[src/assert_macros.svh]
// ---------------------------------------------------------------------------
// Assertion macros
// Concurrent checks on the rising clock edge, muted while reset is active.
// ---------------------------------------------------------------------------
`ifndef ASSERT_MACROS_SVH
`define ASSERT_MACROS_SVH

`ifndef SYNTHESIS

// Condition that must hold at every active clock edge
`define JDTI_ASSERT(label, clk, rst_n, cond) \
    label: assert property (@(posedge clk) disable iff (!rst_n) (cond)) \
        else $error("assertion failed");

// Antecedent in one cycle implies consequent in the next
`define JDTI_ASSERT_NEXT(label, clk, rst_n, ante, cons) \
    label: assert property (@(posedge clk) disable iff (!rst_n) (ante) |=> (cons)) \
        else $error("assertion failed");

`else

`define JDTI_ASSERT(label, clk, rst_n, cond)
`define JDTI_ASSERT_NEXT(label, clk, rst_n, ante, cons)

`endif

`endif

[src/jdti_pkg.sv]
`timescale 1ns / 1ps
// ---------------------------------------------------------------------------
// jdti_pkg
// Types, register map, reset values and the control program of the
// joystick dead-zone target integrator.
// ---------------------------------------------------------------------------
package jdti_pkg;

    // Configuration register map
    localparam int CFG_IDX_W  = 3;
    localparam int CFG_DATA_W = 23;
    localparam logic [CFG_IDX_W-1:0] REG_CENTER   = 3'd0;
    localparam logic [CFG_IDX_W-1:0] REG_DEADZONE = 3'd1;
    localparam logic [CFG_IDX_W-1:0] REG_GAIN     = 3'd2;
    localparam logic [CFG_IDX_W-1:0] REG_DIVISOR  = 3'd3;
    localparam logic [CFG_IDX_W-1:0] REG_LIMIT    = 3'd4;

    // Register widths and reset values
    localparam int CFG12_W = 12;
    localparam int GAIN_W  = 16;
    localparam int LIMIT_W = 23;
    localparam logic [CFG12_W-1:0] CENTER_RST   = 12'd2048;
    localparam logic [CFG12_W-1:0] DEADZONE_RST = 12'd100;
    localparam logic [GAIN_W-1:0]  GAIN_RST     = 16'd3;
    localparam logic [CFG12_W-1:0] DIVISOR_RST  = 12'd100;
    localparam logic [LIMIT_W-1:0] LIMIT_RST    = 23'd10000;

    // Servo angle: Q8.8 degrees, +/-90 degrees
    localparam int SERVO_W     = 16;
    localparam int SERVO_LIMIT = 23040;

    // Datapath operations
    localparam int OP_W = 3;
    localparam logic [OP_W-1:0] OP_NOP    = 3'd0;
    localparam logic [OP_W-1:0] OP_LOAD   = 3'd1;
    localparam logic [OP_W-1:0] OP_OFFSET = 3'd2;
    localparam logic [OP_W-1:0] OP_MUL    = 3'd3;
    localparam logic [OP_W-1:0] OP_DIV    = 3'd4;
    localparam logic [OP_W-1:0] OP_SERVO  = 3'd5;
    localparam logic [OP_W-1:0] OP_STEP   = 3'd6;

    // Jump conditions
    localparam int COND_W = 3;
    localparam logic [COND_W-1:0] COND_NEVER   = 3'd0;
    localparam logic [COND_W-1:0] COND_ALWAYS  = 3'd1;
    localparam logic [COND_W-1:0] COND_NOIN    = 3'd2;
    localparam logic [COND_W-1:0] COND_DIVMORE = 3'd3;
    localparam logic [COND_W-1:0] COND_OUTBUSY = 3'd4;

    // Program addresses
    localparam int PC_W     = 3;
    localparam int PROG_LEN = 8;
    localparam logic [PC_W-1:0] ADDR_LOAD = 3'd0;
    localparam logic [PC_W-1:0] ADDR_DIV  = 3'd3;
    localparam logic [PC_W-1:0] ADDR_WAIT = 3'd5;

    typedef struct packed {
        logic [OP_W-1:0]   op;
        logic [COND_W-1:0] cond;
        logic [PC_W-1:0]   target;
    } ucode_t;

    // Status seen by the sequencer for its jumps
    typedef struct packed {
        logic in_valid;
        logic out_busy;
        logic div_more;
    } seq_stat_t;

    // Control program, one word per step
    localparam ucode_t PROGRAM [0:PROG_LEN-1] = '{
        '{OP_LOAD,   COND_NOIN,    ADDR_LOAD},  // wait for a sample beat
        '{OP_OFFSET, COND_NEVER,   ADDR_LOAD},  // center, dead zone, divider setup
        '{OP_MUL,    COND_NEVER,   ADDR_LOAD},  // X offset times gain
        '{OP_DIV,    COND_DIVMORE, ADDR_DIV},   // one quotient bit per pass
        '{OP_SERVO,  COND_NEVER,   ADDR_LOAD},  // servo integrate and clamp
        '{OP_NOP,    COND_OUTBUSY, ADDR_WAIT},  // hold while the result register is full
        '{OP_STEP,   COND_ALWAYS,  ADDR_LOAD},  // stepper update, publish result
        '{OP_NOP,    COND_ALWAYS,  ADDR_LOAD}   // unused slot
    };

endpackage

[src/joystick_deadzone_target_integrator_core.sv]
`timescale 1ns / 1ps
// An accepted input beat passes the offset, multiply, restoring-divide (one
// quotient bit per cycle over MAG_W = max(SAMPLE_BITS, 12) bits), servo and
// stepper steps; a new beat is taken only after the result is published.
// A result waits in its output register while the next item is computed.
// Reset: async active-low; registers to their reset values, targets and
// zero-request history cleared, sequencer at the load step. No clearing pass.
// ---------------------------------------------------------------------------
// joystick_deadzone_target_integrator_core
// Microcoded joystick integrator: dead zone, servo angle integration with a
// +/-90 degree clamp, stepper target integration through an iterative divide.
// ---------------------------------------------------------------------------
`include "assert_macros.svh"

module joystick_deadzone_target_integrator_core #(
    parameter int SAMPLE_BITS = 12,
    parameter int STEP_BITS   = 24
) (
    input  logic                             clk,
    input  logic                             rst_n,
    // sample channel
    input  logic                             in_valid,
    output logic                             in_ready,
    input  logic [SAMPLE_BITS-1:0]           x_sample,
    input  logic [SAMPLE_BITS-1:0]           y_sample,
    input  logic                             zero_request,
    // result channel
    output logic                             out_valid,
    input  logic                             out_ready,
    output logic signed [jdti_pkg::SERVO_W-1:0] servo_target,
    output logic signed [STEP_BITS-1:0]      stepper_target,
    output logic                             position_clear,
    // configuration write channel
    input  logic                             cfg_valid,
    output logic                             cfg_ready,
    input  logic [jdti_pkg::CFG_IDX_W-1:0]   cfg_index,
    input  logic [jdti_pkg::CFG_DATA_W-1:0]  cfg_data
);
    import jdti_pkg::*;

    localparam int IN_W    = (SAMPLE_BITS > CFG12_W) ? SAMPLE_BITS : CFG12_W;
    localparam int OFF_W   = IN_W + 1;
    localparam int MAG_W   = IN_W;
    localparam int CNT_W   = $clog2(MAG_W + 1);
    localparam int PROD_W  = OFF_W + GAIN_W + 1;
    localparam int SSUM_W  = PROD_W + 1;
    localparam int STW_W   = ((STEP_BITS > LIMIT_W + 1) ? STEP_BITS : LIMIT_W + 1) + 1;

    localparam logic signed [SSUM_W-1:0] SRV_HI = SSUM_W'(SERVO_LIMIT);
    localparam logic signed [SSUM_W-1:0] SRV_LO = -SRV_HI;
    localparam logic signed [SERVO_W-1:0] SRV_LIM16 = SERVO_W'(SERVO_LIMIT);
    localparam logic signed [STW_W-1:0] WMAX =
        {{(STW_W-STEP_BITS+1){1'b0}}, {(STEP_BITS-1){1'b1}}};
    localparam logic signed [STW_W-1:0] WMIN = ~WMAX;

    // ------------------------------------------------------------------
    // Configuration registers
    // ------------------------------------------------------------------
    logic [CFG12_W-1:0] center_reg,   center_next;
    logic [CFG12_W-1:0] deadzone_reg, deadzone_next;
    logic [GAIN_W-1:0]  gain_reg,     gain_next;
    logic [CFG12_W-1:0] divisor_reg,  divisor_next;
    logic [LIMIT_W-1:0] limit_reg,    limit_next;

    assign cfg_ready = 1'b1;

    always_comb
    begin
        center_next   = center_reg;
        deadzone_next = deadzone_reg;
        gain_next     = gain_reg;
        divisor_next  = divisor_reg;
        limit_next    = limit_reg;
        if (cfg_valid)
        begin
            unique case (cfg_index)
                REG_CENTER:   center_next   = cfg_data[CFG12_W-1:0];
                REG_DEADZONE: deadzone_next = cfg_data[CFG12_W-1:0];
                REG_GAIN:     gain_next     = cfg_data[GAIN_W-1:0];
                REG_DIVISOR:  divisor_next  = cfg_data[CFG12_W-1:0];
                REG_LIMIT:    limit_next    = cfg_data[LIMIT_W-1:0];
                default:      ; // unmapped index: write dropped
            endcase
        end
    end

    // ------------------------------------------------------------------
    // Sequencer
    // ------------------------------------------------------------------
    ucode_t    ctrl;
    seq_stat_t stat;

    logic [CNT_W-1:0] div_cnt_reg;
    logic             out_valid_reg;

    assign stat.in_valid = in_valid;
    assign stat.out_busy = out_valid_reg && !out_ready;
    assign stat.div_more = (div_cnt_reg != CNT_W'(1));

    jdti_seq u_seq (
        .clk   (clk),
        .rst_n (rst_n),
        .stat  (stat),
        .ctrl  (ctrl)
    );

    assign in_ready = (ctrl.op == OP_LOAD);

    // ------------------------------------------------------------------
    // Datapath registers
    // ------------------------------------------------------------------
    logic [SAMPLE_BITS-1:0]     x_reg, x_next;
    logic [SAMPLE_BITS-1:0]     y_reg, y_next;
    logic                       zr_reg, zr_next;
    logic signed [OFF_W-1:0]    xoff_reg, xoff_next;
    logic                       yneg_reg, yneg_next;
    logic [MAG_W-1:0]           dvd_reg, dvd_next;
    logic [CFG12_W-1:0]         rem_reg, rem_next;
    logic [CNT_W-1:0]           div_cnt_next;
    logic signed [PROD_W-1:0]   prod_reg, prod_next;

    logic signed [SERVO_W-1:0]   servo_angle_reg, servo_angle_next;
    logic signed [STEP_BITS-1:0] step_target_reg, step_target_next;
    logic                        prev_zr_reg, prev_zr_next;

    logic                        out_valid_next;
    logic signed [SERVO_W-1:0]   out_servo_reg, out_servo_next;
    logic signed [STEP_BITS-1:0] out_step_reg, out_step_next;
    logic                        out_clr_reg, out_clr_next;

    // Center subtraction and dead zone at full precision
    function automatic logic signed [OFF_W-1:0] dz_offset(
        input logic [SAMPLE_BITS-1:0] smp,
        input logic [CFG12_W-1:0]     ctr,
        input logic [CFG12_W-1:0]     dz
    );
        logic signed [OFF_W-1:0] off;
        logic [OFF_W-1:0]        mag;
        begin
            off = $signed({{(OFF_W-SAMPLE_BITS){1'b0}}, smp})
                - $signed({{(OFF_W-CFG12_W){1'b0}}, ctr});
            mag = off[OFF_W-1] ? -off : off;
            if (mag < {{(OFF_W-CFG12_W){1'b0}}, dz})
            begin
                off = '0;
            end
            return off;
        end
    endfunction

    logic signed [OFF_W-1:0]  yoff;
    logic [OFF_W-1:0]         ymag;
    logic [CFG12_W:0]         div_shift;
    logic                     div_fits;
    logic [CFG12_W:0]         div_diff;
    logic signed [SSUM_W-1:0] servo_sum;
    logic signed [SSUM_W-1:0] servo_clamp;
    logic signed [MAG_W:0]    qmag;
    logic signed [MAG_W:0]    dstep;
    logic signed [STW_W-1:0]  step_base;
    logic signed [STW_W-1:0]  step_sum;
    logic signed [STW_W-1:0]  lim_ext;
    logic signed [STW_W-1:0]  step_hi;
    logic signed [STW_W-1:0]  step_lo;
    logic signed [STW_W-1:0]  step_clamp;
    logic                     pclear;

    // Shared arithmetic
    always_comb
    begin
        yoff = dz_offset(y_reg, center_reg, deadzone_reg);
        ymag = yoff[OFF_W-1] ? -yoff : yoff;

        // one restoring-division step
        div_shift = {rem_reg, dvd_reg[MAG_W-1]};
        div_fits  = (div_shift >= {1'b0, divisor_reg});
        div_diff  = div_shift - {1'b0, divisor_reg};

        // servo integrate and clamp
        servo_sum = SSUM_W'(servo_angle_reg) + SSUM_W'(prod_reg);
        if (servo_sum > SRV_HI)
        begin
            servo_clamp = SRV_HI;
        end
        else if (servo_sum < SRV_LO)
        begin
            servo_clamp = SRV_LO;
        end
        else
        begin
            servo_clamp = servo_sum;
        end

        // signed quotient, zero for a zero divisor
        qmag  = $signed({1'b0, dvd_reg});
        dstep = (divisor_reg == '0) ? '0 : (yneg_reg ? -qmag : qmag);

        // stepper: cleared on the falling edge of the request
        pclear    = !zr_reg && prev_zr_reg;
        step_base = pclear ? '0 : STW_W'(step_target_reg);
        step_sum  = step_base + STW_W'(dstep);
        lim_ext   = $signed({{(STW_W-LIMIT_W){1'b0}}, limit_reg});
        if (zr_reg)
        begin
            step_hi = WMAX;
            step_lo = WMIN;
        end
        else
        begin
            step_hi = (lim_ext < WMAX) ? lim_ext : WMAX;
            step_lo = (-lim_ext > WMIN) ? -lim_ext : WMIN;
        end
        if (step_sum > step_hi)
        begin
            step_clamp = step_hi;
        end
        else if (step_sum < step_lo)
        begin
            step_clamp = step_lo;
        end
        else
        begin
            step_clamp = step_sum;
        end
    end

    // Operation decode
    always_comb
    begin
        x_next           = x_reg;
        y_next           = y_reg;
        zr_next          = zr_reg;
        xoff_next        = xoff_reg;
        yneg_next        = yneg_reg;
        dvd_next         = dvd_reg;
        rem_next         = rem_reg;
        div_cnt_next     = div_cnt_reg;
        prod_next        = prod_reg;
        servo_angle_next = servo_angle_reg;
        step_target_next = step_target_reg;
        prev_zr_next     = prev_zr_reg;
        out_servo_next   = out_servo_reg;
        out_step_next    = out_step_reg;
        out_clr_next     = out_clr_reg;
        out_valid_next   = out_valid_reg && !out_ready;

        unique case (ctrl.op)
            OP_NOP:
            begin
            end
            OP_LOAD:
            begin
                if (in_valid)
                begin
                    x_next  = x_sample;
                    y_next  = y_sample;
                    zr_next = zero_request;
                end
            end
            OP_OFFSET:
            begin
                xoff_next    = dz_offset(x_reg, center_reg, deadzone_reg);
                yneg_next    = yoff[OFF_W-1];
                dvd_next     = ymag[MAG_W-1:0];
                rem_next     = '0;
                div_cnt_next = CNT_W'(MAG_W);
            end
            OP_MUL:
            begin
                prod_next = PROD_W'(xoff_reg) * PROD_W'($signed({1'b0, gain_reg}));
            end
            OP_DIV:
            begin
                rem_next     = div_fits ? div_diff[CFG12_W-1:0] : div_shift[CFG12_W-1:0];
                dvd_next     = {dvd_reg[MAG_W-2:0], div_fits};
                div_cnt_next = div_cnt_reg - 1'b1;
            end
            OP_SERVO:
            begin
                servo_angle_next = zr_reg ? '0 : servo_clamp[SERVO_W-1:0];
            end
            OP_STEP:
            begin
                step_target_next = step_clamp[STEP_BITS-1:0];
                prev_zr_next     = zr_reg;
                out_servo_next   = servo_angle_reg;
                out_step_next    = step_clamp[STEP_BITS-1:0];
                out_clr_next     = pclear;
                out_valid_next   = 1'b1;
            end
            default:
            begin
            end
        endcase
    end

    // Control and architectural state
    always_ff @(posedge clk or negedge rst_n)
    begin
        if (!rst_n)
        begin
            center_reg      <= CENTER_RST;
            deadzone_reg    <= DEADZONE_RST;
            gain_reg        <= GAIN_RST;
            divisor_reg     <= DIVISOR_RST;
            limit_reg       <= LIMIT_RST;
            servo_angle_reg <= '0;
            step_target_reg <= '0;
            prev_zr_reg     <= 1'b0;
            out_valid_reg   <= 1'b0;
        end
        else
        begin
            center_reg      <= center_next;
            deadzone_reg    <= deadzone_next;
            gain_reg        <= gain_next;
            divisor_reg     <= divisor_next;
            limit_reg       <= limit_next;
            servo_angle_reg <= servo_angle_next;
            step_target_reg <= step_target_next;
            prev_zr_reg     <= prev_zr_next;
            out_valid_reg   <= out_valid_next;
        end
    end

    // Payload registers
    always_ff @(posedge clk)
    begin
        x_reg         <= x_next;
        y_reg         <= y_next;
        zr_reg        <= zr_next;
        xoff_reg      <= xoff_next;
        yneg_reg      <= yneg_next;
        dvd_reg       <= dvd_next;
        rem_reg       <= rem_next;
        div_cnt_reg   <= div_cnt_next;
        prod_reg      <= prod_next;
        out_servo_reg <= out_servo_next;
        out_step_reg  <= out_step_next;
        out_clr_reg   <= out_clr_next;
    end

    assign out_valid      = out_valid_reg;
    assign servo_target   = out_servo_reg;
    assign stepper_target = out_step_reg;
    assign position_clear = out_clr_reg;

    // ------------------------------------------------------------------
    // Assertions
    // ------------------------------------------------------------------
    logic servo_in_range;
    assign servo_in_range = (servo_target <= SRV_LIM16) && (servo_target >= -SRV_LIM16);

    `JDTI_ASSERT(a_servo_range, clk, rst_n, !out_valid || servo_in_range)
    `JDTI_ASSERT_NEXT(a_one_item, clk, rst_n, in_valid && in_ready, !in_ready)
    `JDTI_ASSERT(a_div_count, clk, rst_n, (ctrl.op != OP_DIV) || (div_cnt_reg != '0))

endmodule

[src/jdti_seq.sv]
`timescale 1ns / 1ps
// ---------------------------------------------------------------------------
// jdti_seq
// Program counter and control store; issues one control word per cycle and
// resolves conditional jumps from datapath status.
// ---------------------------------------------------------------------------
module jdti_seq (
    input  logic               clk,
    input  logic               rst_n,
    input  jdti_pkg::seq_stat_t stat,
    output jdti_pkg::ucode_t   ctrl
);
    import jdti_pkg::*;

    logic [PC_W-1:0] pc_reg;
    logic [PC_W-1:0] pc_next;
    logic            take;

    // Control store read
    always_comb
    begin
        ctrl = PROGRAM[pc_reg];
    end

    // Jump resolution
    always_comb
    begin
        unique case (ctrl.cond)
            COND_NEVER:   take = 1'b0;
            COND_ALWAYS:  take = 1'b1;
            COND_NOIN:    take = !stat.in_valid;
            COND_DIVMORE: take = stat.div_more;
            COND_OUTBUSY: take = stat.out_busy;
            default:      take = 1'b0;
        endcase
        pc_next = take ? ctrl.target : pc_reg + 1'b1;
    end

    always_ff @(posedge clk or negedge rst_n)
    begin
        if (!rst_n)
        begin
            pc_reg <= ADDR_LOAD;
        end
        else
        begin
            pc_reg <= pc_next;
        end
    end

endmodule
[config.mk]
export PLATFORM = sky130hd
export DESIGN_NAME = joystick_deadzone_target_integrator_core
export DESIGN_NICKNAME = d
export VERILOG_FILES = /design/src/jdti_pkg.sv /design/src/joystick_deadzone_target_integrator_core.sv /design/src/jdti_seq.sv
export VERILOG_INCLUDE_DIRS = /design/src /design/src/src
export SDC_FILE = /design/constraint.sdc
export NUM_CORES = 1
export LEC_CHECK = 0
export ABC_AREA = 1
export BUFFER_PORTS_ARGS = -buffer_cell sky130_fd_sc_hd__buf_2
export CAP_MARGIN = 20
export CELL_PAD_IN_SITES_DETAIL_PLACEMENT = 1
export CELL_PAD_IN_SITES_GLOBAL_PLACEMENT = 1
export CORE_MARGIN = 10
export CORE_UTILIZATION = 45
export DETAILED_ROUTE_END_ITERATION = 7
export GPL_TIMING_DRIVEN = 0
export PLACE_DENSITY = 0.83
export SLEW_MARGIN = 20
export SYNTH_ARGS = -nofsm -noshare
export SYNTH_HDL_FRONTEND = slang
export SYNTH_HIERARCHICAL = 1
export SYNTH_SLANG_ARGS = --single-unit
[constraint.sdc]
create_clock -name clk -period 11.7 [get_ports clk]
set_input_delay 0.585 -clock clk [delete_from_list [all_inputs] [get_ports clk]]
set_output_delay 0.585 -clock clk [all_outputs]
set_load 0.01 [all_outputs]
# After elaboration in Yosys (flattened, before gate mapping)
# Memories as Yosys holds them, arrays and structs flattened.
# Index checks and enable logic that the tools add are counted.
[totals]
out_inout_bits = 44
mem_bits_ro = 72
wordCells = 101
inputBits = 56
memories = 1
ff_bits = 258
[memory_table]
columns = ["name", "depth", "word_bits", "rd", "rd_ports_with_merged_regs", "write_ports", "line_no", "text"]
rows = [
  ["(name not given)", 8, 9, 1, 0, 0, "jdti_seq.sv:22", "ctrl = PROGRAM[pc_reg];"],
]
[op_classes]
eq_ne = 15
muxes = 25
addsub = 12
n_mul = 1
reduce_logical = 14
bitwise_logic = 1
magnitude_cmp = 10
[ops]
columns = ["operator", "n"]
rows = [
  ["$mux W25", 3],
  ["$mux W13", 5],
  ["$mux W16", 3],
  ["$mux W24", 2],
  ["$pmux W12 S2", 2],
  ["$mux W23", 2],
  ["$add A16 B30 Y31", 1],
  ["$gt A31 B16 Y1 const B", 1],
  ["$lt A31 B16 Y1 const B", 1],
  ["$mul A13 B17 Y30", 1],
  ["$lt A13 B12 Y1", 2],
  ["$neg A13 Y13", 2],
  ["$sub A12 B12 Y13", 2],
  ["$add A25 B13 Y25", 1],
  ["$gt A25 B24 Y1", 1],
  ["$gt A25 B24 Y1 const B", 1],
  ["$lt A25 B25 Y1", 1],
  ["$neg A23 Y25", 1],
  ["$mux W12", 2],
  ["$lt A23 B23 Y1 const B", 1],
  ["$eq A3 B2 Y1 const B", 6],
  ["$mux W9", 2],
  ["$eq A3 B3 Y1 const B", 5],
  ["$ge A13 B12 Y1", 1],
  ["19 further kinds", 29],
]

# Logic depth before layout (Yosys ltp)
# Gate-level depths: netlist of run 1.
[logic_depth]
depth_word = 8
mapped_depth = 41
depth_no_buf = 40

# By module
# Netlist of run 1, hierarchy kept.
[by_module_without_submodules]
columns = ["mod", "area_per_inst_um2", "cells_per_inst", "seq_area_each_um2", "instances"]
rows = [
  ["joystick_deadzone_target_integrator_core", 24866.3, 3143, 7089.3, 1],
  ["jdti_seq", 352.8, 48, 75.1, 1],
]

# Worst setup path before layout of run 1
# OpenSTA, ideal clock, no wires.
[synth_path]
kind = "flip-flop to flip-flop"
start = "reg xoff_reg[1]"
end = "reg prod_reg[26], data pin"
period_less_slack_ps = 6185
path_buffers = 2
setup_time_ps = 252
arrival_time_ps = 5933
path_stages_with_launch = 31
setup_slack_ps = 5515
required_time_ps = 11448
cell_sequence = "edfxtp_1 -> clkbuf_1 -> clkbuf_1 -> nand2_1 -> fa_1 -> inv_1 -> fa_1 -> inv_1 -> fa_1 -> inv_1 -> ha_1 -> inv_1 -> fa_1 -> inv_1 -> ha_1 -> ha_1 -> nand3_1 -> nand2_1 -> a21oi_1 -> o21ai_0 -> nand2_1 -> nand2_1 -> a21oi_1 -> o21ai_0 -> a21boi_0 -> o21bai_1 -> a21boi_0 -> o21ai_0 -> nand3_1 -> nand3_1 -> nand2_1"
[synth_via]
elab_chain_cells = 1
[synth_rtl]
columns = ["item", "line_no", "text"]
rows = [
  ["start, declared", "joystick_deadzone_target_integrator_core.sv:115", "logic signed [OFF_W-1:0] xoff_reg, xoff_next;"],
  ["start signal, assigned", "joystick_deadzone_target_integrator_core.sv:332", "xoff_reg <= xoff_next;"],
  ["$mul A13 B17 Y30", "joystick_deadzone_target_integrator_core.sv:270", "prod_next = PROD_W'(xoff_reg) * PROD_W'($signed({1'b0, gain_reg}));"],
  ["end signal, assigned", "joystick_deadzone_target_integrator_core.sv:337", "prod_reg <= prod_next;"],
  ["end, declared", "joystick_deadzone_target_integrator_core.sv:120", "logic signed [PROD_W-1:0] prod_reg, prod_next;"],
]
# No other way between the ends.
# A chain may end at the register's enable or synchronous reset.

# Final worst setup path of run 1
# Same ends and word-level chain as after synthesis.

==> run_results.csv, run 1 <==
group,metric,value,unit
timing,period_needed,7750,ps
min_path,hold_end,"zr_reg$_DFFE_PP_",
place,place_inst,4040,
status,outcome,"complete, no violations",
setup_path,critPathSlowestCell,"fa_1",
setup_path,rr_startpoint,"xoff_reg[1]$_SDFFCE_PN0N_",
floorplan,initial_core_util,45.6,%
global_routing,grt_use_total,23.4,%
min_path,holdPathStages,1,
setup_path,r2r.worst_path.cells,30,
synthesis,postSynthAreaPerCell,7.90,um2
cells_and_area,nNetsFinal,3817,
synthesis,syn-cell-area,25200,um2
drt,drt_iter0_drc,1267,
clock_tree,insertion_delay,570,ps
drt,vias,21900,
cells_and_area,num_antenna_cells,0,
clock_tree,h-tree-depth,2,
floorplan,ios,100,
cells_and_area,final_util,50.5,%
floorplan,die_area,65900,um2
cells_and_area,largest_reg_flops,30,
floorplan,die_h,257,um
timing,setup-tns-final,0,ps
clock_tree,cts_tree,"built",
timing,finalCritPeriodShare,66.3,%
synthesis,syn-instance-count,3190,
place,placed_cell_area,26800,um2
setup_path,crit_type,"reg -> reg",
synthesis,yosysWarningCount,6,
cells_and_area,drive_above_1_share,7.51,%
timing,fmax,0.129,GHz
cells_and_area,syn_to_final_growth,10.7,%
min_path,hp-class,"in -> reg",
global_routing,grt_pass1_wl,125000,um
setup_path,slowest_delay,540,ps
cells_and_area,fin_cells,4103,
clock_tree,cts_buffers,34,
drt,vias_per_cell,5.33,
global_routing,antenna_found_initial,0,
drt,wirelength,77800,um
cells_and_area,nFillCells,6866,
min_path,min_from,"zero_request",
global_routing,grt_max_degree,76,
floorplan,die_w,257,um
drt,ant_nets,0,
setup_path,required,11990,ps
timing,skew,33.5,ps
drt,wl_per_cell,19.0,um
clock_tree,clk_pin_slew,70,ps
timing,setup_viol,0,
timing,rsz0062_at_grt,"false",
place,gp_congestion,0.924,
drt,drtPass1Iterations,5,
drt,remaining_drc_errors,0,
clock_tree,clock_sinks,258,
floorplan,core_region_area,55300,um2
timing,max_slew_margin,28.3,%
setup_path,worstPathArrival,8050,ps
setup_path,r2r-end,"prod_reg[26]$_DFFE_PN_",
setup_path,rrSetupSlack,3950,ps
clock_tree,clk_path_buf_depth,3,
floorplan,placementRows,86,
timing,hold_viol_final,0,
clock_tree,cts_setup_buffers,0,
timing,final_max_slew_viol_count,0,
cells_and_area,finish.instance_area,27900,um2
global_routing,overflow,0,
setup_path,setup.worst_path.end_class,"register",
timing,tightest_slew,1070,ps
global_routing,grt_pass1_vias,23800,
setup_path,worst_setup_path_start_kind,"register",
place,io_buffer_count,98,
synthesis,syn_nets,3678,
place,hpwl,63700,um
clock_tree,cts-root-buf,"clkbuf_16",
run,maxCapViolCount,0,
setup_path,worstPathMaxFanout,10,
## cell type report
cell class	count	area [um2]	share of cell area, %
multi-input cells	2264	15500	55.6
inverters	583	2190	7.84
clock buffers	47	971	3.48
repair buffers	103	589	2.11
plain buffers	85	363	1.30
well taps	748	936	3.35
flip-flops and latches	258	7160	25.7
clock inverters	15	175	0.628
## worst max-delay path: cells and delay by family, from the launching register on
family / cells / cell delay, ps
buffers and inverters: 7 / 1220
and+or+nand+nor: 8 / 960
adders and majority gates: 7 / 3000
DFF: 1 / 340
AOI/OAI and AO/OA: 8 / 1970
## cell usage in the layout (no fill, tap or decap), drive strengths merged, types with 3 or more instances in the layout
master,instances
ha,273
nand3,138
dfstp,14
nor3,42
xnor2,37
o21bai,14
clkbuf,122
o21a,4
o211ai,5
dfrtp,106
a21boi,3
nor2,241
edfxtp,138
a31oi,11
inv,584
nand3b,5
or2,16
nand2,792
xor2,86
o21ai,172
o22ai,7
and2,17
o221ai,4
clkinv,11
nand4,36
fa,159
buf,112
a211oi,7
a21o,10
nor4,9
a21oi,162
## routing by layer
metal,wire length (um),global-route usage [%]
met1,34300,29.7
met2,37900,41.0
met3,3480,2.83
met4,2190,7.12
met5,0,0
## worst max path at each step
stage | from | cells past startpoint | slack, ps | to
floorplan | xoff_reg[1]$_SDFFCE_PN0N_ | 30 | 5520 | prod_reg[26]$_DFFE_PN_
global placement | xoff_reg[1]$_SDFFCE_PN0N_ | 30 | 4480 | prod_reg[26]$_DFFE_PN_
detailed placement | xoff_reg[1]$_SDFFCE_PN0N_ | 30 | 4210 | prod_reg[26]$_DFFE_PN_
CTS | xoff_reg[1]$_SDFFCE_PN0N_ | 30 | 4100 | prod_reg[26]$_DFFE_PN_
global route | xoff_reg[1]$_SDFFCE_PN0N_ | 30 | 3540 | prod_reg[26]$_DFFE_PN_
finish | xoff_reg[1]$_SDFFCE_PN0N_ | 30 | 3950 | prod_reg[26]$_DFFE_PN_
## through the flow
stage | hold slack, ps | setup WS [ps]
after global placement | 462 | 4480
after detailed placement | 465 | 4210
final | 195 | 3950
after CTS | 177 | 4100
after global routing | 175 | 3540
after floorplan | 289 | 5520
## what timing repair did
| item | CTS | global route |
|---|---|---|
| resized for setup | 0 | 0 |
| hold buffers | 1 | 0 |
| endpoints found under the hold margin | 37 | 0 |
Power of run 1 is not shown: default switching activity piles up to over one toggle a cycle in this logic, so the estimate is an artifact.
==> run 2, diff against run 1 <==
==> constraint.sdc (replaced) <==
create_clock -name clk -period 7.9 [get_ports clk]
set_input_delay 0.395 -clock clk [delete_from_list [all_inputs] [get_ports clk]]
set_output_delay 0.395 -clock clk [all_outputs]
set_load 0.01 [all_outputs]
==> run_results.csv, run 2 (synthesis gave the netlist of run 1 again) <==
group,metric,value,unit
timing,finalCritPeriodShare,94.9,%
setup_path,required,8190,ps
drt,ant_nets,0,
place,hpwl,63700,um
floorplan,initial_core_util,45.6,%
floorplan,die_w,257,um
cells_and_area,seqCellArea,7160,um2
clock_tree,h-tree-depth,2,
setup_path,rr_startpoint,"xoff_reg[6]$_SDFFCE_PN0N_",
clock_tree,insertion_delay,570,ps
clock_tree,clk_path_buf_depth,3,
setup_path,critPathSlowestCell,"clkbuf_1",
place,io_buffer_count,98,
drt,drtPass1Iterations,5,
timing,tightest_slew,1050,ps
timing,fmax,0.133,GHz
clock_tree,cts_tree,"built",
min_path,hp-class,"in -> reg",
run,maxCapViolCount,0,
status,outcome,"complete, no violations",
setup_path,crit_type,"reg -> reg",
timing,setup-tns-final,0,ps
cells_and_area,syn_to_final_growth,11.1,%
cells_and_area,final_cell_mix,"nand2_1, inv_1, ha_1, nor2_1, o21ai_0",
global_routing,grt_use_total,23.5,%
clock_tree,cts-root-buf,"clkbuf_16",
floorplan,ios,100,
cells_and_area,drive_above_1_share,7.56,%
timing,rsz0062_at_grt,"false",
floorplan,die_h,257,um
drt,vias_per_cell,5.32,
setup_path,worst_setup_path_start_kind,"register",
setup_path,worstPathArrival,7790,ps
place,gp_congestion,0.924,
min_path,min_from,"x_sample[2]",
clock_tree,clock_sinks,258,
global_routing,grt_pass1_vias,23900,
setup_path,worstPathMaxFanout,10,
cells_and_area,final_util,50.6,%
drt,remaining_drc_errors,0,
global_routing,grt_max_degree,76,
timing,setup_viol,0,
setup_path,setup.worst_path.end_class,"register",
clock_tree,cts_setup_buffers,0,
cells_and_area,largest_reg_flops,30,
drt,wirelength,77900,um
timing,fin_ws,405,ps
setup_path,rrSetupSlack,410,ps
clock_tree,clk_pin_slew,70,ps
drt,vias,21900,
clock_tree,cts_buffers,34,
place,place_ws,413,ps
timing,final_max_slew_viol_count,0,
place,placed_cell_area,26800,um2
timing,period_needed,7490,ps
setup_path,crit_start,"xoff_reg[6]$_SDFFCE_PN0N_",
cells_and_area,nNetsFinal,3824,
global_routing,antenna_found_initial,0,
drt,wl_per_cell,18.9,um
timing,skew,32.6,ps
floorplan,placementRows,86,
drt,drt_iter0_drc,1169,
cells_and_area,num_antenna_cells,0,
global_routing,overflow,0,
cells_and_area,finish.instance_area,28000,um2
cells_and_area,multi_input_area,15500,um2
timing,max_slew_margin,29.7,%
floorplan,core_region_area,55300,um2
cells_and_area,nFillCells,6854,
floorplan,die_area,65900,um2
cells_and_area,final_common_cell,"nand2_1",
setup_path,slowest_delay,600,ps
global_routing,grt_pass1_wl,126000,um
timing,hold_viol_final,0,
==> run 2: cell count changes in the layout (fill, tap and decap cells not counted), sizes merged <==
cell         before  now
clkbuf          122  119
dlygate4sd3       1   11
==> run 2: what timing repair did <==
action	CTS	global route
endpoints found under the setup margin	0	3
gates resized for setup	0	4
hold endpoints to repair	48	0
hold buffers	11	0
==> run 2: area by class of cell <==
cell class                 count  share of cell area (%)
multi-input combinational   2264                    55.4
sequential                   258                    25.6
inverter                     583                    7.82
clock buffer                  47                    3.47
tap                          748                    3.34
timing repair buffer         113                    2.46
buffer                        82                    1.26
clock inverter                15                   0.626
==> run 2: worst paths after layout <==
kind | depth (start not counted) | end
min in group asynchronous | 2 | divisor_reg[7]$_DFFE_PN0P_
max in group asynchronous | 3 | limit_reg[13]$_DFFE_PN1P_
max | 26 | prod_reg[26]$_DFFE_PN_
min reg2reg | 2 | step_target_reg[17]$_DFFE_PN0P_
max reg2reg | 26 | prod_reg[26]$_DFFE_PN_
min | 1 | x_reg[2]$_DFFE_PP_
==> run 2: per-stage QoR <==
stage | cells | hold WS [ps]
5_1_grt | 4110 | 8.32
2_1_floorplan | 3190 | 99.4
6_report | 4110 | 18.4
3_3_place_gp | 4036 | 462
4_1_cts | 4113 | 0.730
3_5_place_dp | 4040 | 369
==> run 2: worst max-delay path, delay by kind of cell, from the launching register on <==
| family | cells | cell delay [ps] |
|---|---|---|
| buffers and inverters | 5 | 1180 |
| flip-flops | 1 | 330 |
| adder cells (fa/ha/maj) | 7 | 2970 |
| AO/OA/AOI/OAI | 8 | 1970 |
| AND/OR/NAND/NOR | 6 | 760 |
==> run 2: per-layer routing <==
metal / GRT usage, % / part of all wire (%) / wire length, um
met2: 41.2 / 49 / 38100
met3: 2.89 / 4.2 / 3250
met5: 0 / 0 / 0
met1: 29.7 / 44 / 34400
met4: 7.12 / 2.9 / 2220
Power of run 2 is left out for the same reason.
